[config.mk]
export PLATFORM = sky130hd
export DESIGN_NAME = source_lexer_tokenizer_unit_flat
export DESIGN_NICKNAME = d
export VERILOG_FILES = /design/src/rtl/slt_pkg.sv /design/src/rtl/slt_if.sv /design/src/rtl/slt_scan.sv /design/src/rtl/slt_token_queue.sv /design/src/rtl/source_lexer_tokenizer_unit.sv /design/src/flat_wrapper.sv
export SDC_FILE = /design/constraint.sdc
export NUM_CORES = 1
export LEC_CHECK = 0
export BUFFER_PORTS_ARGS = -buffer_cell sky130_fd_sc_hd__buf_2
export CELL_PAD_IN_SITES_DETAIL_PLACEMENT = 1
export CELL_PAD_IN_SITES_GLOBAL_PLACEMENT = 1
export CORE_ASPECT_RATIO = 0.75
export CORE_MARGIN = 1
export CORE_UTILIZATION = 45
export DETAILED_ROUTE_END_ITERATION = 12
export PLACE_DENSITY_LB_ADDON = 0.1
export SYNTH_ARGS = -nofsm -noshare
export SYNTH_HDL_FRONTEND = slang
export SYNTH_HIERARCHICAL = 1
export SYNTH_SLANG_ARGS = --single-unit
[constraint.sdc]
create_clock -name clock -period 6.75 [get_ports clock]
set_clock_uncertainty 0.15 [all_clocks]
set_input_delay 0.675 -clock clock [delete_from_list [all_inputs] [get_ports clock]]
set_output_delay 0.675 -clock clock [all_outputs]
set_load 0.01 [all_outputs]
[src/rtl/slt_pkg.sv]
// Shared types, token kind codes, scan modes and keyword tables for the source lexer.
// No dependencies; slt_scan, slt_token_queue and the top level import this package.
`timescale 1ns / 1ps

package slt_pkg;

   typedef logic [5:0] kind_type;

   localparam kind_type KIND_LPAREN        = 6'd0;
   localparam kind_type KIND_RPAREN        = 6'd1;
   localparam kind_type KIND_LBRACE        = 6'd2;
   localparam kind_type KIND_RBRACE        = 6'd3;
   localparam kind_type KIND_COLON         = 6'd4;
   localparam kind_type KIND_COMMA         = 6'd5;
   localparam kind_type KIND_DOT           = 6'd6;
   localparam kind_type KIND_MINUS         = 6'd7;
   localparam kind_type KIND_PLUS          = 6'd8;
   localparam kind_type KIND_SLASH         = 6'd9;
   localparam kind_type KIND_STAR          = 6'd10;
   localparam kind_type KIND_BANG          = 6'd11;
   localparam kind_type KIND_BANG_EQUAL    = 6'd12;
   localparam kind_type KIND_EQUAL         = 6'd13;
   localparam kind_type KIND_GREATER       = 6'd14;
   localparam kind_type KIND_GREATER_EQUAL = 6'd15;
   localparam kind_type KIND_LESS          = 6'd16;
   localparam kind_type KIND_LESS_EQUAL    = 6'd17;
   localparam kind_type KIND_IDENT         = 6'd18;
   localparam kind_type KIND_STRING        = 6'd19;
   localparam kind_type KIND_NUMBER        = 6'd20;
   localparam kind_type KIND_KEYWORD_FIRST = 6'd21;
   localparam kind_type KIND_EOF           = 6'd34;
   localparam kind_type KIND_UNTERMINATED  = 6'd35;
   localparam kind_type KIND_UNEXPECTED    = 6'd36;

   localparam logic [7:0] CHAR_TAB   = 8'h09;
   localparam logic [7:0] CHAR_LF    = 8'h0A;
   localparam logic [7:0] CHAR_CR    = 8'h0D;
   localparam logic [7:0] CHAR_SPACE = 8'h20;
   localparam logic [7:0] CHAR_QUOTE = 8'd39;
   localparam logic [7:0] CHAR_NUL   = 8'h00;

   localparam logic [15:0] LINE_MAX = 16'hFFFF;

   localparam int KEYWORD_COUNT = 13;

   // Keyword text right-justified, first character in the highest used byte.
   localparam logic [39:0] KW_TEXT [KEYWORD_COUNT] = '{
      40'("break"), 40'("case"), 40'("def"), 40'("do"), 40'("echo"),
      40'("else"), 40'("end"), 40'("false"), 40'("if"), 40'("null"),
      40'("ret"), 40'("true"), 40'("while")
   };
   localparam logic [2:0] KW_LEN [KEYWORD_COUNT] = '{
      3'd5, 3'd4, 3'd3, 3'd2, 3'd4, 3'd4, 3'd3, 3'd5, 3'd2, 3'd4, 3'd3, 3'd4, 3'd5
   };

   typedef enum logic [10:0] {
      MODE_IDLE     = 11'b000_0000_0001,
      MODE_IDENT    = 11'b000_0000_0010,
      MODE_NUMBER   = 11'b000_0000_0100,
      MODE_NUMDOT   = 11'b000_0000_1000,
      MODE_FRACTION = 11'b000_0001_0000,
      MODE_STRING   = 11'b000_0010_0000,
      MODE_SLASH    = 11'b000_0100_0000,
      MODE_COMMENT  = 11'b000_1000_0000,
      MODE_BANG     = 11'b001_0000_0000,
      MODE_LESS     = 11'b010_0000_0000,
      MODE_GREATER  = 11'b100_0000_0000
   } mode_type;

   typedef struct packed {
      kind_type    kind;
      logic [15:0] start;
      logic [15:0] length;
      logic [15:0] line;
      logic        last;
   } token_type;

   localparam int MAX_TOKENS = 3;

   // Tokens produced by one input transaction, packed from entry 0 upwards.
   typedef struct packed {
      logic [1:0]                     count;
      token_type [MAX_TOKENS-1:0]     tokens;
   } push_type;

   localparam int QUEUE_DEPTH = 8;
   localparam int PTR_BITS    = $clog2(QUEUE_DEPTH);
   localparam int COUNT_BITS  = PTR_BITS + 1;

   function automatic logic is_alpha(input logic [7:0] c);
      return c inside {["a":"z"], ["A":"Z"], "_"};
   endfunction

   function automatic logic is_digit(input logic [7:0] c);
      return c inside {["0":"9"]};
   endfunction

   // Length code 7 stands for any identifier longer than five characters.
   function automatic kind_type ident_kind(input logic [39:0] prefix, input logic [2:0] len);
      kind_type kind;
      kind = KIND_IDENT;
      for (int k = 0; k < KEYWORD_COUNT; k++) begin
         if (len == KW_LEN[k] && prefix == KW_TEXT[k]) begin
            kind = KIND_KEYWORD_FIRST + 6'(k);
         end
      end
      return kind;
   endfunction

endpackage

[src/rtl/slt_if.sv]
// Handshake interfaces for the source byte channel and the token channel.
// No dependencies.
`timescale 1ns / 1ps

interface slt_req_if;
   logic       valid;
   logic       ready;
   logic [7:0] source_byte;
   logic       end_of_source;

   modport source (output valid, output source_byte, output end_of_source, input ready);
   modport sink (input valid, input source_byte, input end_of_source, output ready);
endinterface

interface slt_rsp_if;
   logic        valid;
   logic        ready;
   logic [5:0]  token_kind;
   logic [15:0] start_offset;
   logic [15:0] lexeme_length;
   logic [15:0] line_number;
   logic        last_of_run;

   modport source (output valid, output token_kind, output start_offset,
                   output lexeme_length, output line_number, output last_of_run,
                   input ready);
   modport sink (input valid, input token_kind, input start_offset,
                 input lexeme_length, input line_number, input last_of_run,
                 output ready);
endinterface

[src/rtl/slt_scan.sv]
// Scanner core: input register, scan state and the single-pass token decision.
// Depends on slt_pkg and slt_req_if.
`timescale 1ns / 1ps

module slt_scan
   import slt_pkg::*;
#(
   parameter int POSITION_BITS = 16
) (
   input  logic        clock,
   input  logic        reset,
   slt_req_if.sink     req_if,
   input  logic        space_ok,
   output push_type    push
);

   localparam int PB = POSITION_BITS;
   localparam logic [PB-1:0] POS_MAX = '1;

   logic              in_valid_ff;
   logic [7:0]        in_byte_ff;
   logic              in_end_ff;
   logic              in_ready;
   logic              advance;
   logic              is_end;

   mode_type          mode_ff, mode_in;
   logic [PB-1:0]     pos_ff, pos_in;
   logic [PB-1:0]     start_ff, start_in;
   logic [15:0]       line_ff, line_in;
   logic [39:0]       prefix_ff, prefix_in;

   logic [PB:0]       pos_w, pos1_w, start_w, start1_w, dot_w, dot1_w;
   logic [PB-1:0]     id_len;
   logic [2:0]        id_len_short;
   logic [15:0]       line_bumped;

   logic              do_flush, do_idle;
   logic              v0, v1, v2;
   token_type         slot0, slot1, slot2;
   logic [1:0]        tok_count;

   function automatic token_type make_token(input kind_type kind, input logic [PB:0] first,
                                            input logic [PB:0] stop, input logic [15:0] line);
      token_type   t;
      logic [PB:0] span;
      span     = (stop >= first) ? stop - first : '0;
      t.kind   = kind;
      t.start  = 16'(first);
      t.length = 16'(span);
      t.line   = line;
      t.last   = 1'b0;
      return t;
   endfunction

   assign in_ready     = !in_valid_ff || advance;
   assign advance      = in_valid_ff && space_ok;
   assign req_if.ready = in_ready;
   assign is_end       = in_end_ff || (in_byte_ff == CHAR_NUL);

   assign pos_w        = {1'b0, pos_ff};
   assign pos1_w       = pos_w + (PB+1)'(1);
   assign start_w      = {1'b0, start_ff};
   assign start1_w     = start_w + (PB+1)'(1);
   assign dot_w        = (pos_ff != '0) ? pos_w - (PB+1)'(1) : '0;
   assign dot1_w       = dot_w + (PB+1)'(1);
   assign id_len       = pos_ff - start_ff;
   assign id_len_short = (id_len <= PB'(5)) ? id_len[2:0] : 3'd7;
   assign line_bumped  = (line_ff != LINE_MAX) ? line_ff + 16'd1 : line_ff;

   // Mode transitions, the closing token of the current item and the idle-byte decode.
   always_comb begin
      mode_in   = mode_ff;
      pos_in    = pos_ff;
      start_in  = start_ff;
      line_in   = line_ff;
      prefix_in = prefix_ff;
      do_flush  = 1'b0;
      do_idle   = 1'b0;
      v2        = 1'b0;
      slot2     = make_token(KIND_EOF, pos_w, pos_w, line_ff);

      if (is_end) begin
         do_flush = 1'b1;
         v2       = 1'b1;
      end else begin
         if (pos_ff != POS_MAX) begin
            pos_in = pos_ff + PB'(1);
         end
         case (mode_ff)
            MODE_IDLE: begin
               do_idle = 1'b1;
            end
            MODE_IDENT: begin
               if (is_alpha(in_byte_ff) || is_digit(in_byte_ff)) begin
                  if (id_len < PB'(5)) begin
                     prefix_in = {prefix_ff[31:0], in_byte_ff};
                  end
               end else begin
                  do_flush = 1'b1;
                  do_idle  = 1'b1;
               end
            end
            MODE_NUMBER: begin
               if (in_byte_ff == ".") begin
                  mode_in = MODE_NUMDOT;
               end else if (!is_digit(in_byte_ff)) begin
                  do_flush = 1'b1;
                  do_idle  = 1'b1;
               end
            end
            MODE_NUMDOT: begin
               if (is_digit(in_byte_ff)) begin
                  mode_in = MODE_FRACTION;
               end else begin
                  do_flush = 1'b1;
                  do_idle  = 1'b1;
               end
            end
            MODE_FRACTION: begin
               if (!is_digit(in_byte_ff)) begin
                  do_flush = 1'b1;
                  do_idle  = 1'b1;
               end
            end
            MODE_STRING: begin
               if (in_byte_ff == CHAR_QUOTE) begin
                  v2      = 1'b1;
                  slot2   = make_token(KIND_STRING, start_w, pos1_w, line_ff);
                  mode_in = MODE_IDLE;
               end else if (in_byte_ff == CHAR_LF) begin
                  line_in = line_bumped;
               end
            end
            MODE_SLASH: begin
               if (in_byte_ff == "/") begin
                  mode_in = MODE_COMMENT;
               end else begin
                  do_flush = 1'b1;
                  do_idle  = 1'b1;
               end
            end
            MODE_COMMENT: begin
               if (in_byte_ff == CHAR_LF) begin
                  mode_in = MODE_IDLE;
                  do_idle = 1'b1;
               end
            end
            MODE_BANG: begin
               if (in_byte_ff == "=") begin
                  v2      = 1'b1;
                  slot2   = make_token(KIND_BANG_EQUAL, start_w, pos1_w, line_ff);
                  mode_in = MODE_IDLE;
               end else begin
                  do_flush = 1'b1;
                  do_idle  = 1'b1;
               end
            end
            MODE_LESS: begin
               if (in_byte_ff == "=") begin
                  v2      = 1'b1;
                  slot2   = make_token(KIND_LESS_EQUAL, start_w, pos1_w, line_ff);
                  mode_in = MODE_IDLE;
               end else begin
                  do_flush = 1'b1;
                  do_idle  = 1'b1;
               end
            end
            MODE_GREATER: begin
               if (in_byte_ff == "=") begin
                  v2      = 1'b1;
                  slot2   = make_token(KIND_GREATER_EQUAL, start_w, pos1_w, line_ff);
                  mode_in = MODE_IDLE;
               end else begin
                  do_flush = 1'b1;
                  do_idle  = 1'b1;
               end
            end
            default: begin
               mode_in = MODE_IDLE;
               do_idle = 1'b1;
            end
         endcase
      end

      if (do_flush) begin
         mode_in = MODE_IDLE;
      end

      if (do_idle) begin
         start_in = pos_ff;
         case (in_byte_ff) inside
            CHAR_SPACE, CHAR_CR, CHAR_TAB: begin
               mode_in = MODE_IDLE;
            end
            CHAR_LF: begin
               line_in = line_bumped;
            end
            "(": begin v2 = 1'b1; slot2 = make_token(KIND_LPAREN, pos_w, pos1_w, line_ff); end
            ")": begin v2 = 1'b1; slot2 = make_token(KIND_RPAREN, pos_w, pos1_w, line_ff); end
            "{": begin v2 = 1'b1; slot2 = make_token(KIND_LBRACE, pos_w, pos1_w, line_ff); end
            "}": begin v2 = 1'b1; slot2 = make_token(KIND_RBRACE, pos_w, pos1_w, line_ff); end
            ":": begin v2 = 1'b1; slot2 = make_token(KIND_COLON, pos_w, pos1_w, line_ff); end
            ",": begin v2 = 1'b1; slot2 = make_token(KIND_COMMA, pos_w, pos1_w, line_ff); end
            ".": begin v2 = 1'b1; slot2 = make_token(KIND_DOT, pos_w, pos1_w, line_ff); end
            "-": begin v2 = 1'b1; slot2 = make_token(KIND_MINUS, pos_w, pos1_w, line_ff); end
            "+": begin v2 = 1'b1; slot2 = make_token(KIND_PLUS, pos_w, pos1_w, line_ff); end
            "*": begin v2 = 1'b1; slot2 = make_token(KIND_STAR, pos_w, pos1_w, line_ff); end
            "=": begin v2 = 1'b1; slot2 = make_token(KIND_EQUAL, pos_w, pos1_w, line_ff); end
            "/": begin mode_in = MODE_SLASH; end
            "!": begin mode_in = MODE_BANG; end
            "<": begin mode_in = MODE_LESS; end
            ">": begin mode_in = MODE_GREATER; end
            CHAR_QUOTE: begin mode_in = MODE_STRING; end
            ["a":"z"], ["A":"Z"], "_": begin
               prefix_in = {32'h0, in_byte_ff};
               mode_in   = MODE_IDENT;
            end
            ["0":"9"]: begin
               mode_in = MODE_NUMBER;
            end
            default: begin
               v2    = 1'b1;
               slot2 = make_token(KIND_UNEXPECTED, pos_w, pos1_w, line_ff);
            end
         endcase
      end
   end

   // The pending token that a non-extending byte or the end of source closes.
   always_comb begin
      v0    = 1'b0;
      v1    = 1'b0;
      slot0 = make_token(KIND_NUMBER, start_w, pos_w, line_ff);
      slot1 = make_token(KIND_DOT, dot_w, dot1_w, line_ff);
      if (do_flush) begin
         case (mode_ff)
            MODE_IDENT: begin
               v0    = 1'b1;
               slot0 = make_token(ident_kind(prefix_ff, id_len_short), start_w, pos_w, line_ff);
            end
            MODE_NUMBER, MODE_FRACTION: begin
               v0 = 1'b1;
            end
            MODE_NUMDOT: begin
               v0    = 1'b1;
               v1    = 1'b1;
               slot0 = make_token(KIND_NUMBER, start_w, dot_w, line_ff);
            end
            MODE_STRING: begin
               v0    = 1'b1;
               slot0 = make_token(KIND_UNTERMINATED, start_w, pos_w, line_ff);
            end
            MODE_SLASH: begin
               v0    = 1'b1;
               slot0 = make_token(KIND_SLASH, start_w, start1_w, line_ff);
            end
            MODE_BANG: begin
               v0    = 1'b1;
               slot0 = make_token(KIND_BANG, start_w, start1_w, line_ff);
            end
            MODE_LESS: begin
               v0    = 1'b1;
               slot0 = make_token(KIND_LESS, start_w, start1_w, line_ff);
            end
            MODE_GREATER: begin
               v0    = 1'b1;
               slot0 = make_token(KIND_GREATER, start_w, start1_w, line_ff);
            end
            default: begin
               v0 = 1'b0;
            end
         endcase
      end
   end

   // Pack the valid slots from entry 0 and mark the final one.
   always_comb begin
      tok_count   = 2'(v0) + 2'(v1) + 2'(v2);
      push.tokens = '0;
      push.tokens[0] = v0 ? slot0 : slot2;
      push.tokens[1] = v1 ? slot1 : slot2;
      push.tokens[2] = slot2;
      for (int i = 0; i < MAX_TOKENS; i++) begin
         push.tokens[i].last = (2'(i) == tok_count - 2'd1);
      end
      push.count = advance ? tok_count : 2'd0;
   end

   always_ff @(posedge clock) begin
      if (reset) begin
         in_valid_ff <= 1'b0;
         mode_ff     <= MODE_IDLE;
         pos_ff      <= '0;
         start_ff    <= '0;
         line_ff     <= 16'd1;
      end else begin
         if (in_ready) begin
            in_valid_ff <= req_if.valid;
         end
         if (advance) begin
            mode_ff  <= mode_in;
            pos_ff   <= pos_in;
            start_ff <= start_in;
            line_ff  <= line_in;
         end
      end
   end

   always_ff @(posedge clock) begin
      if (in_ready) begin
         in_byte_ff <= req_if.source_byte;
         in_end_ff  <= req_if.end_of_source;
      end
      if (advance) begin
         prefix_ff <= prefix_in;
      end
   end

`ifndef SYNTHESIS
   a_start_not_ahead: assert property (@(posedge clock) disable iff (reset)
      start_ff <= pos_ff)
      else $error("token start is ahead of the byte position");

   a_line_nonzero: assert property (@(posedge clock) disable iff (reset)
      line_ff != 16'd0)
      else $error("line count reached zero");

   a_end_returns_idle: assert property (@(posedge clock) disable iff (reset)
      advance && is_end |=> mode_ff == MODE_IDLE && $stable(pos_ff))
      else $error("end of source left a pending mode or moved the position");
`endif

endmodule

[src/rtl/slt_token_queue.sv]
// Eight-entry token queue that takes up to three tokens a cycle and hands out one.
// Depends on slt_pkg and slt_rsp_if.
`timescale 1ns / 1ps

module slt_token_queue
   import slt_pkg::*;
(
   input  logic        clock,
   input  logic        reset,
   input  push_type    push,
   output logic        space_ok,
   slt_rsp_if.source   rsp_if
);

   token_type              mem_ff [QUEUE_DEPTH];
   logic [PTR_BITS-1:0]    wr_ptr_ff, wr_ptr_in;
   logic [PTR_BITS-1:0]    rd_ptr_ff, rd_ptr_in;
   logic [COUNT_BITS-1:0]  count_ff, count_in;
   logic                   pop;
   token_type              head;

   assign head     = mem_ff[rd_ptr_ff];
   assign pop      = rsp_if.valid && rsp_if.ready;
   assign space_ok = count_ff <= COUNT_BITS'(QUEUE_DEPTH - MAX_TOKENS);

   assign rsp_if.valid         = count_ff != '0;
   assign rsp_if.token_kind    = head.kind;
   assign rsp_if.start_offset  = head.start;
   assign rsp_if.lexeme_length = head.length;
   assign rsp_if.line_number   = head.line;
   assign rsp_if.last_of_run   = head.last;

   assign wr_ptr_in = wr_ptr_ff + PTR_BITS'(push.count);
   assign rd_ptr_in = rd_ptr_ff + PTR_BITS'(pop);
   assign count_in  = count_ff + COUNT_BITS'(push.count) - COUNT_BITS'(pop);

   always_ff @(posedge clock) begin
      if (reset) begin
         wr_ptr_ff <= '0;
         rd_ptr_ff <= '0;
         count_ff  <= '0;
      end else begin
         wr_ptr_ff <= wr_ptr_in;
         rd_ptr_ff <= rd_ptr_in;
         count_ff  <= count_in;
      end
   end

   always_ff @(posedge clock) begin
      for (int i = 0; i < MAX_TOKENS; i++) begin
         if (2'(i) < push.count) begin
            mem_ff[wr_ptr_ff + PTR_BITS'(i)] <= push.tokens[i];
         end
      end
   end

`ifndef SYNTHESIS
   a_count_bounded: assert property (@(posedge clock) disable iff (reset)
      count_ff <= COUNT_BITS'(QUEUE_DEPTH))
      else $error("token queue count beyond its depth");

   a_push_has_room: assert property (@(posedge clock) disable iff (reset)
      push.count != 2'd0 |-> space_ok)
      else $error("tokens written without room in the queue");

   a_pop_only_drains: assert property (@(posedge clock) disable iff (reset)
      pop && push.count == 2'd0 |=> count_ff == $past(count_ff) - COUNT_BITS'(1))
      else $error("queue count did not drop after a lone read");
`endif

endmodule

[src/rtl/source_lexer_tokenizer_unit.sv]
// Top level of the streaming source lexer: scanner core followed by a token queue.
// Depends on slt_pkg, slt_if, slt_scan and slt_token_queue.
`timescale 1ns / 1ps

// The request channel (req_if) carries one source byte per transaction; a set
// end_of_source flag, or a zero byte, marks the end of the text. Each request
// may produce zero to three tokens on the response channel (rsp_if), each with
// its kind, start offset, length and line; last_of_run marks the final token
// caused by a request. An end request closes any pending token and then gives
// an EOF token, after which scanning carries on with later bytes.
//
// A request is registered on acceptance and decided from that register by
// single-pass logic, so one byte a cycle is taken as long as the queue has room
// for three tokens. The earliest token of a request passes the input register
// and a queue entry before it is presented on rsp_if. Tokens leave at one per
// cycle while the receiver is ready; the eight-entry queue absorbs bursts, and
// when the receiver stalls until fewer than three entries are free, req_if.ready
// drops until entries are drained.
//
// Reset (synchronous, active high) empties the queue and the input register,
// returns the scanner to idle at byte position zero and line one. Positions
// saturate at 2^POSITION_BITS - 1 and the line count at 65535.
module source_lexer_tokenizer_unit
   import slt_pkg::*;
#(
   parameter int POSITION_BITS = 16
) (
   input  logic        clock,
   input  logic        reset,
   slt_req_if.sink     req_if,
   slt_rsp_if.source   rsp_if
);

   // Tokens of the request under decision, and whether the queue can take them.
   push_type push;
   logic     space_ok;

   slt_scan #(
      .POSITION_BITS (POSITION_BITS)
   ) u_scan (
      .clock    (clock),
      .reset    (reset),
      .req_if   (req_if),
      .space_ok (space_ok),
      .push     (push)
   );

   // The queue parts the scanner from the receiver so that a stalled response
   // does not hold up scanning until the queue itself is nearly full.
   slt_token_queue u_queue (
      .clock    (clock),
      .reset    (reset),
      .push     (push),
      .space_ok (space_ok),
      .rsp_if   (rsp_if)
   );

endmodule
[src/flat_wrapper.sv]
// flat-port wrapper written by rule: the top's interface ports become plain ports
module source_lexer_tokenizer_unit_flat import slt_pkg::*;
#(
   parameter int POSITION_BITS = 16
)
  (clock, reset, req_if_valid, req_if_source_byte, req_if_end_of_source, req_if_ready, rsp_if_valid, rsp_if_token_kind, rsp_if_start_offset, rsp_if_lexeme_length, rsp_if_line_number, rsp_if_last_of_run, rsp_if_ready);
  slt_req_if req_if_i ();
  slt_rsp_if rsp_if_i ();
  input  logic clock;
  input  logic reset;
  input wire logic [$bits(req_if_i.valid)-1:0] req_if_valid;
  input wire logic [$bits(req_if_i.source_byte)-1:0] req_if_source_byte;
  input wire logic [$bits(req_if_i.end_of_source)-1:0] req_if_end_of_source;
  output wire logic [$bits(req_if_i.ready)-1:0] req_if_ready;
  output wire logic [$bits(rsp_if_i.valid)-1:0] rsp_if_valid;
  output wire logic [$bits(rsp_if_i.token_kind)-1:0] rsp_if_token_kind;
  output wire logic [$bits(rsp_if_i.start_offset)-1:0] rsp_if_start_offset;
  output wire logic [$bits(rsp_if_i.lexeme_length)-1:0] rsp_if_lexeme_length;
  output wire logic [$bits(rsp_if_i.line_number)-1:0] rsp_if_line_number;
  output wire logic [$bits(rsp_if_i.last_of_run)-1:0] rsp_if_last_of_run;
  input wire logic [$bits(rsp_if_i.ready)-1:0] rsp_if_ready;
  assign req_if_i.valid = req_if_valid;
  assign req_if_i.source_byte = req_if_source_byte;
  assign req_if_i.end_of_source = req_if_end_of_source;
  assign req_if_ready = req_if_i.ready;
  assign rsp_if_valid = rsp_if_i.valid;
  assign rsp_if_token_kind = rsp_if_i.token_kind;
  assign rsp_if_start_offset = rsp_if_i.start_offset;
  assign rsp_if_lexeme_length = rsp_if_i.lexeme_length;
  assign rsp_if_line_number = rsp_if_i.line_number;
  assign rsp_if_last_of_run = rsp_if_i.last_of_run;
  assign rsp_if_i.ready = rsp_if_ready;
  source_lexer_tokenizer_unit #(.POSITION_BITS(POSITION_BITS)) u_core (.clock(clock), .reset(reset), .req_if(req_if_i), .rsp_if(rsp_if_i));
endmodule
Word level (Yosys, flattened, before mapping)

Memories as Yosys holds them, arrays and structs flattened. A register that Yosys moved wholly into a read port is not among the register bits.
Index checks and enable logic that the tools add are counted.

Bits in registers: 119
RAM bits: 440
Input port bits: 13
Output and inout port bits: 57
Word-level logic and storage cells: 305
Memories: 1

Add/sub/neg operators: 23
Order comparisons: 19
Equality and inequality tests: 53
Mux-type cells: 162
Bitwise logic cells: 1
Reductions and logical operators: 35

Memory list:

| name                  | words | bits a word | read ports | clocked after Yosys merged registers in | write ports | RTL line              | RTL |
|---|---|---|---|---|---|---|---|
| u_core.u_queue.mem_ff | 8     | 55          | 1          | 1                                       | 3           | slt_token_queue.sv:15 | `token_type mem_ff [QUEUE_DEPTH];` |

Operators by type and width:

| kind                  | number |
|---|---|
| $mux 55               | 29 |
| $mux 40               | 24 |
| $pmux 55 s7           | 1 |
| $mux 11               | 29 |
| $mux 16               | 15 |
| $pmux 55 s4           | 1 |
| $eq 40x31->1 const B  | 5 |
| $sub 16x16->16        | 8 |
| $eq 40x23->1 const B  | 3 |
| $eq 40x39->1 const B  | 3 |
| $eq 8x6->1 const B    | 15 |
| $eq 40x15->1 const B  | 2 |
| $pmux 11 s7           | 1 |
| $mux 6                | 12 |
| $ge 17x16->1          | 4 |
| $mux 1                | 42 |
| $add 16x1->17 const B | 2 |
| $add 16x1->16 const B | 2 |
| $ge 16x16->1          | 2 |
| $ne 16x16->1 const B  | 2 |
| $eq 8x4->1 const B    | 3 |
| $eq 8x7->1 const B    | 3 |
| $logic_and 1x1->1     | 18 |
| $add 17x1->17 const B | 1 |
| other kinds (54)      | 66 |

Logic depth before layout (Yosys ltp)

Gate-level depths: netlist of run 1.

Depth after elaboration: 30
Gate-level depth with buffers: 24
Depth with buffers taken out: 22

Modules after synthesis

Netlist of run 1, hierarchy kept.

By module, submodules not included:

| module          | times used | cells each | area each (µm²) | seq. area each (µm²) |
|---|---|---|---|---|
| slt_token_queue | 1          | 3,135      | 30,000.0        | 13,412.9 |
| slt_scan        | 1          | 1,938      | 14,301.2        | 2,672.6 |

Worst setup path after synthesis of run 1

Ideal clock, no wire load.

Path kind: reg2reg
Start point: register u_core.u_scan.in_byte_ff[4]
End point: memory u_core/u_queue/mem_ff[4][0] (netlist name) (enable)
Data arrival time: 6,778 ps
Data required time: 6,113 ps
Setup slack: -665 ps
Stages on the path, launching flop included: 16
Path buffers: 3
Period minus slack after synthesis: 7,415 ps
Cells stage by stage: edfxtp_1 > buf_6 > or4b_4 > buf_6 > o41a_1 > o21a_1 > a221o_1 > nor3_4 > o21bai_1 > inv_2 > clkbuf_1 > fa_1 > and3_1 > nand2_1 > o22a_1 > o22ai_1

RTL lines:

| element                | RTL line              | RTL |
|---|---|---|
| start, declared        | slt_scan.sv:21        | `logic [7:0] in_byte_ff;` |
| start signal, assigned | slt_scan.sv:312       | `in_byte_ff <= req_if.source_byte;` |
| end, declared          | slt_token_queue.sv:15 |  |

==> impl_metrics.json, run 1 <==
{
  "start_util_pct": 45.50,
  "crit_chain": "or4b_4 > o41a_1 > o21a_1 > a221o_1 > a311o_2 > nand4_2 > or2_1 > nand2_1 > fa_1 > and3_1 > nand2_1 > o22a_1 > o22ai_4 > buf_12",
  "max_freq_mhz": 155.7,
  "cp_data_arrival_time_ns": 6.58,
  "slowest_delay_ns": 0.75,
  "core_sq_mm": 0.09736,
  "die_w_microns": 364.3,
  "synthesis.area_sq_mm": 0.04430,
  "status": "finished clean",
  "cts_sinks": 559,
  "worst_slew_pin_slew_ns": 1.277,
  "hold_viol": 0,
  "die_area_sq_mm": 0.09972,
  "cts.clk_slew.worst_paths_ns": 0.06,
  "synthesis.nets": 5196,
  "grt_max_degree": 212,
  "r2r_end": "u_core/u_queue/mem_ff[0][21]",
  "cp_max_fo": 40,
  "rr_startpoint": "u_core/u_scan/in_byte_ff[4]",
  "dp_hpwl_microns": 118900,
  "yosys-top-cells-area": "edfxtp_1 33%, a31oi_1 6.5%, nor3_1 5.6%, mux4_2 5.6%, nand2_1 5.3%",
  "ios": 70,
  "timing.reg2reg.setup_slack_ns": 0.33,
  "yosysUniqueCellTypes": 113,
  "powerDensity_mw_per_mm2": 285.1,
  "area_growth_pct": 7.871,
  "drt_wl_total_microns": 189800,
  "finalCriticalPeriod_ns": 6.423,
  "grt_pass1_wl_microns": 283000,
  "cp_data_required_time_ns": 6.91,
  "ant_nets": 0,
  "diodes": 0,
  "ys_seq_area_share_pct": 36.31,
  "grt_antenna_before_repair": 6,
  "hold_buffers": 0,
  "drc": 0,
  "syn_inst": 5073,
  "synth_edf_count": 489,
  "slew_violations": 0,
  "cts.htree.levels": 3,
  "drive_gt1_share_pct": 13.10,
  "wl_per_cell_microns": 30.74,
  "grt-ovfl-total": 0,
  "async_flop_share_pct": 0,
  "cts_buffers": 67,
  "min_from": "req_if_end_of_source",
  "rsz0062_at_grt": "no",
  "slew_headroom_pct": 13.97,
  "rows": 99,
  "io_buffers": 69,
  "finalSetupViolations": 0,
  "start_kind": "register",
  "peakVddDrop_uv": 299.3,
  "ys_seq_elements": 559,
  "hold_depth": 1,
  "crit_type": "reg -> reg",
  "crit_path_top_delay_cell": "o22ai_4",
  "gp_congestion": 1.005,
  "post-place-cells": 6058,
  "synth.avg_cell_area_sq_um": 8.733,
  "fp.dieH_microns": 273.7,
  "yosysTopAreaCellShare_pct": 33.15,
  "power_mw": 13.63,
  "postCtsSetupRepairBufs": 0,
  "cp-end-kind": "register",
  "yosysWarnings": 6,
  "hold_path_class": "in -> reg",
  "min_to": "u_core/u_scan/in_end_ff",
  "cap_violations": 0,
  "viasPerCell": 7.000,
  "root_buffer": "clkbuf_16",
  "cts_tree": "built",
  "drt_iter0_drc": 4943,
  "first_pass_iters": 5,
  "nets": 4937,
  "crit_top_cell": "nand2_1",
  "instances_no_fill": 6176,
  "final.period_utilization_pct": 95.16,
  "grt_pass1_vias": 42150,
  "leakage_nw": 15.35,
  "r2r_cells": 14,
  "vias": 43230,
  "track_usage_pct": 37.56,
  "synth_ff_type": "edfxtp_1",
  "cts_buffer_depth": 3,
  "synth_area_leader_cell": "edfxtp_1",
  "clock_latency_ns": 0.66
}
==> stage by stage <==
step / area [sq um] / setup slack [ns] / setup TNS, ns / utilization [%] / hold slack, ns
6_report: 47790 / 0.3270 / 0 / 49.08 / 0.04041
5_1_grt: 47790 / 0.06833 / 0 / 49.08 / 0.02113
4_1_cts: 47780 / 0.4102 / 0 / 49.08 / 0.01243
3_5_place_dp: 45640 / 0.4430 / 0 / 46.87 / 0.3888
3_3_place_gp: 45640 / 0.5495 / 0 / 46.87 / 0.3701
2_1_floorplan: 44330 / -0.6649 / -73.14 / - / 0.3313
==> logic make-up (layout without fill, tap and decap cells) <==
group	Yosys count	count (layout)	synth area share [%]
DFF	559	559	36.31
buffers and inverters	730	520	7.422
and+or+nand+nor	1942	1942	23.15
adders and majority gates	111	111	3.231
muxes	230	230	8.473
AOI/OAI and AO/OA	1360	1360	18.58
xor gates and xnor gates	141	141	2.836
==> sequential cells by signal (all words and copies together), names as in the netlist <==
| register | cells |
|---|---|
| u_core/u_queue/count_ff | 4 |
| u_core/u_queue/rd_ptr_ff | 3 |
| u_core/u_scan/in_valid_ff | 1 |
| u_core/u_queue/mem_ff | 440 |
| u_core/u_scan/start_ff | 16 |
| u_core/u_scan/line_ff | 16 |
| u_core/u_queue/wr_ptr_ff | 3 |
| u_core/u_scan/prefix_ff | 40 |
| u_core/u_scan/mode_ff | 11 |
| u_core/u_scan/in_end_ff | 1 |
| u_core/u_scan/in_byte_ff | 8 |
| u_core/u_scan/pos_ff | 16 |
==> power breakdown <==
part	internal, mW	switching, mW	total [mW]
combinational	2.16	3.56	5.71
sequential	3.99	0.218	4.21
clock	2.10	1.60	3.70
==> metal layers <==
| layer | track usage, % | vias to the layer above | share of wire (%) |
|---|---|---|---|
| li1 | - | 18690 | - |
| met1 | 55.38 | 21800 | 44 |
| met2 | 54.08 | 2353 | 42 |
| met3 | 7.176 | 382 | 10 |
| met4 | 13.98 | 4 | 3.6 |
| met5 | 0 | - | 0.013 |
==> worst max path at each step <==
stage | start | end | cells after the start | slack (ns)
6_report | u_core/u_scan/in_byte_ff[4] | u_core/u_queue/mem_ff[0][21] | 14 | 0.33
3_5_place_dp | u_core/u_scan/in_byte_ff[4] | u_core/u_queue/mem_ff[0][28] | 14 | 0.44
5_1_grt | u_core/u_scan/pos_ff[2] | u_core/u_queue/mem_ff[1][29] | 20 | 0.07
2_1_floorplan | u_core/u_scan/in_byte_ff[4] | u_core/u_queue/mem_ff[4][0] | 15 | -0.66
4_1_cts | u_core/u_scan/in_byte_ff[4] | u_core/u_queue/mem_ff[0][21] | 14 | 0.41
3_3_place_gp | u_core/u_scan/in_byte_ff[4] | u_core/u_queue/mem_ff[0][28] | 14 | 0.55
==> worst max-delay path: cells and delay by family (launching register included) <==
| family | cells | cell delay (ns) |
|---|---|---|
| AOI/OAI and AO/OA | 6 | 2.47 |
| and+or+nand+nor | 6 | 1.80 |
| adders and majority gates | 1 | 0.66 |
| DFF | 1 | 0.52 |
| buffers and inverters | 1 | 0.43 |
==> cell usage in the layout (no fill, tap or decap), types with 28 or more instances in the layout <==
cell and count:
nand2b_1 29, ha_1 103, mux2i_1 60, a31oi_1 457, and4_1 62, buf_2 68, nand4_1 34, clkbuf_16 70
mux2_2 60, mux4_2 110, nand2_1 629, a21oi_1 114, inv_1 122, xnor2_1 99, and4b_1 114, nor2b_1 28
nor2_1 242, o21ai_1 315, o21ai_0 206, nor3_1 499, nand3_1 58, dfxtp_1 66, buf_12 28, edfxtp_1 489
nor4bb_1 58, buf_4 179, xor2_1 39
==> synthesized netlist by cell type (23+ instances only) <==
library cell / instances
a211oi_1: 25
a21oi_1: 115
a31oi_1: 458
and3_1: 23
and4_1: 62
and4b_1: 114
buf_1: 87
buf_2: 95
buf_4: 62
buf_6: 26
clkbuf_1: 332
dfxtp_1: 70
edfxtp_1: 489
ha_1: 104
inv_1: 123
mux2_2: 60
mux2i_1: 60
mux4_2: 110
nand2_1: 630
nand2b_1: 31
nand3_1: 60
nand4_1: 34
nor2_1: 243
nor2b_1: 28
nor3_1: 499
nor4_1: 25
nor4bb_1: 58
o21a_1: 24
o21ai_0: 206
o21ai_1: 317
o22ai_1: 27
or3_1: 23
xnor2_1: 100
xor2_1: 39
==> cell type report <==
type | count | area [sq um]
Clock buffer | 87 | 1856
Clock inverter | 31 | 290.3
Fill cell | 11300 | 49570
Inverter | 127 | 476.7
Multi-Input combinational cell | 3784 | 25180
Sequential cell | 559 | 16100
Tap cell | 1313 | 1643
Timing Repair Buffer | 275 | 2245
==> repair_timing <==
| action | in CTS | in global routing |
|---|---|---|
| gates resized for setup | 0 | 1 |
| hold endpoints to repair | 0 | 0 |
| setup endpoints to repair | 0 | 8 |
(Power assumes the default switching activity.)
==> run 2, diff against run 1 <==
Settings changed: CORE_ASPECT_RATIO 0.75 to unset.
==> impl_metrics.json, run 2 (synthesis gave the netlist of run 1 again) <==
{
  "hold_viol": 0,
  "first_pass_iters": 6,
  "io_buffers": 69,
  "dp_hpwl_microns": 111800,
  "root_buffer": "clkbuf_16",
  "power_mw": 13.59,
  "final.period_utilization_pct": 96.09,
  "cp_data_required_time_ns": 6.86,
  "cp-end-kind": "register",
  "fp.dieH_microns": 315.8,
  "hold_path_class": "in -> reg",
  "tns_ns": 0,
  "peakVddDrop_uv": 200.9,
  "core_sq_mm": 0.09714,
  "vias": 42670,
  "cp_max_fo": 55,
  "cts_sinks": 559,
  "powerDensity_mw_per_mm2": 284.8,
  "seq_area_sq_mm": 0.01610,
  "die_w_microns": 315.8,
  "cts.htree.levels": 3,
  "max_freq_mhz": 154.2,
  "viasPerCell": 6.976,
  "cts.clk_slew.worst_paths_ns": 0.06,
  "start_util_pct": 45.61,
  "r2r_end": "u_core/u_queue/mem_ff[0][19]",
  "place_worst_setup_slack_ns": 0.3578,
  "rr_startpoint": "u_core/u_scan/in_byte_ff[4]",
  "clock_latency_ns": 0.66,
  "slew_violations": 0,
  "cp_data_arrival_time_ns": 6.59,
  "post-place-cells": 5986,
  "nFillCells": 11150,
  "finalCriticalPeriod_ns": 6.486,
  "drt_wl_total_microns": 184400,
  "grt_pass1_wl_microns": 276200,
  "fin_ws_ns": 0.2636,
  "min_from": "req_if_source_byte[1]",
  "slew_headroom_pct": 12.79,
  "final_util_pct": 49.11,
  "ios": 70,
  "rows": 114,
  "cap_violations": 0,
  "timing.reg2reg.setup_slack_ns": 0.26,
  "r2r_cells": 14,
  "crit_type": "reg -> reg",
  "finalSetupViolations": 0,
  "final_common_cell": "nand2_1",
  "area_growth_pct": 7.682,
  "reg_top3": "u_core/u_queue/mem_ff (440), u_core/u_scan/prefix_ff (40)",
  "worst_slew_pin_slew_ns": 1.308,
  "cts_buffers": 71,
  "min_to": "u_core/u_scan/in_byte_ff[1]",
  "grt-ovfl-total": 0,
  "leakage_nw": 15.28,
  "timing.hold.ws_ns": 0.04757,
  "grt_pass1_vias": 42480,
  "finish.instance_area_sq_mm": 0.04770,
  "wl_per_cell_microns": 30.14,
  "track_usage_pct": 36.41,
  "drc": 0,
  "grt_max_degree": 193,
  "hold_depth": 1,
  "instances_no_fill": 6117,
  "rsz0062_at_grt": "no",
  "gp_congestion": 0.9462,
  "ant_nets": 0,
  "start_kind": "register",
  "nets": 4906,
  "die_area_sq_mm": 0.09970,
  "grt_antenna_before_repair": 2,
  "status": "finished clean",
  "multi_input_area_sq_mm": 0.02518,
  "cts_tree": "built",
  "drt_iter0_drc": 4776,
  "drive_gt1_share_pct": 12.59,
  "largest_reg_flops": 440,
  "placed_area_sq_mm": 0.04539,
  "largest-register": "u_core/u_queue/mem_ff",
  "final_cell_mix": "629 x nand2_1, 499 x nor3_1, 489 x edfxtp_1",
  "cts_buffer_depth": 3
}
==> run 2: metal layers <==
| metal | vias to the layer above | global-route usage, % | part of all wire, % | routed length (microns) |
|---|---|---|---|---|
| met5 | - | 0 | 0.010 | 19 |
| met4 | 2 | 14.42 | 3.8 | 7075 |
| met3 | 424 | 5.352 | 8.7 | 16000 |
| met2 | 2154 | 58.08 | 46 | 84750 |
| met1 | 21490 | 49.64 | 42 | 76540 |
| li1 | 18610 | - | - | - |
==> run 2: final cells by class <==
cell class / instances / share of cell area [%]
diodes: 2 / 0.01049
clock buffers: 90 / 3.984
clock inverters: 39 / 0.8550
inverters: 127 / 0.9993
multi-input cells: 3784 / 52.77
flip-flops and latches: 559 / 33.75
well taps: 1276 / 3.347
repair buffers: 240 / 4.280
==> run 2: worst max path at each step <==
stage	start	to
final	u_core/u_scan/in_byte_ff[4]	u_core/u_queue/mem_ff[0][19]
after floorplan	u_core/u_scan/in_byte_ff[4]	u_core/u_queue/mem_ff[4][0]
after detailed placement	u_core/u_scan/in_byte_ff[4]	u_core/u_queue/mem_ff[0][33]
after CTS	u_core/u_scan/in_byte_ff[4]	u_core/u_queue/mem_ff[0][22]
after global placement	u_core/u_scan/in_byte_ff[4]	u_core/u_queue/mem_ff[0][33]
after global routing	u_core/u_scan/pos_ff[1]	u_core/u_queue/mem_ff[1][23]
==> run 2: timing repair <==
| action | CTS | global route |
|---|---|---|
| setup buffers | 0 | 0 |
| endpoints found under the setup margin | 0 | 27 |
| endpoints found under the hold margin | 0 | 0 |
| resized for setup | 0 | 1 |
| hold buffers | 0 | 0 |
==> run 2: critical path, stage by stage, from the launching register on <==
cell and delay [ns]:
edfxtp_1 0.52, or4b_4 0.65, o41a_1 0.40, o21a_1 0.19
a221o_1 0.41, a311o_2 0.42, nand4_2 0.12, or2_1 0.38
nand2_1 0.17, fa_1 0.68, and3_1 0.43, nand2_1 0.13
o22a_1 0.29, o22ai_4 0.14, buf_4 0.94
==> run 2: report_power, final <==
part           internal (mW)  leakage (nW)  switching, mW
clock network           2.24          1.13           1.67
logic                   2.11          9.09           3.37
registers               4.00          5.06          0.201
total                   8.35          15.3           5.24
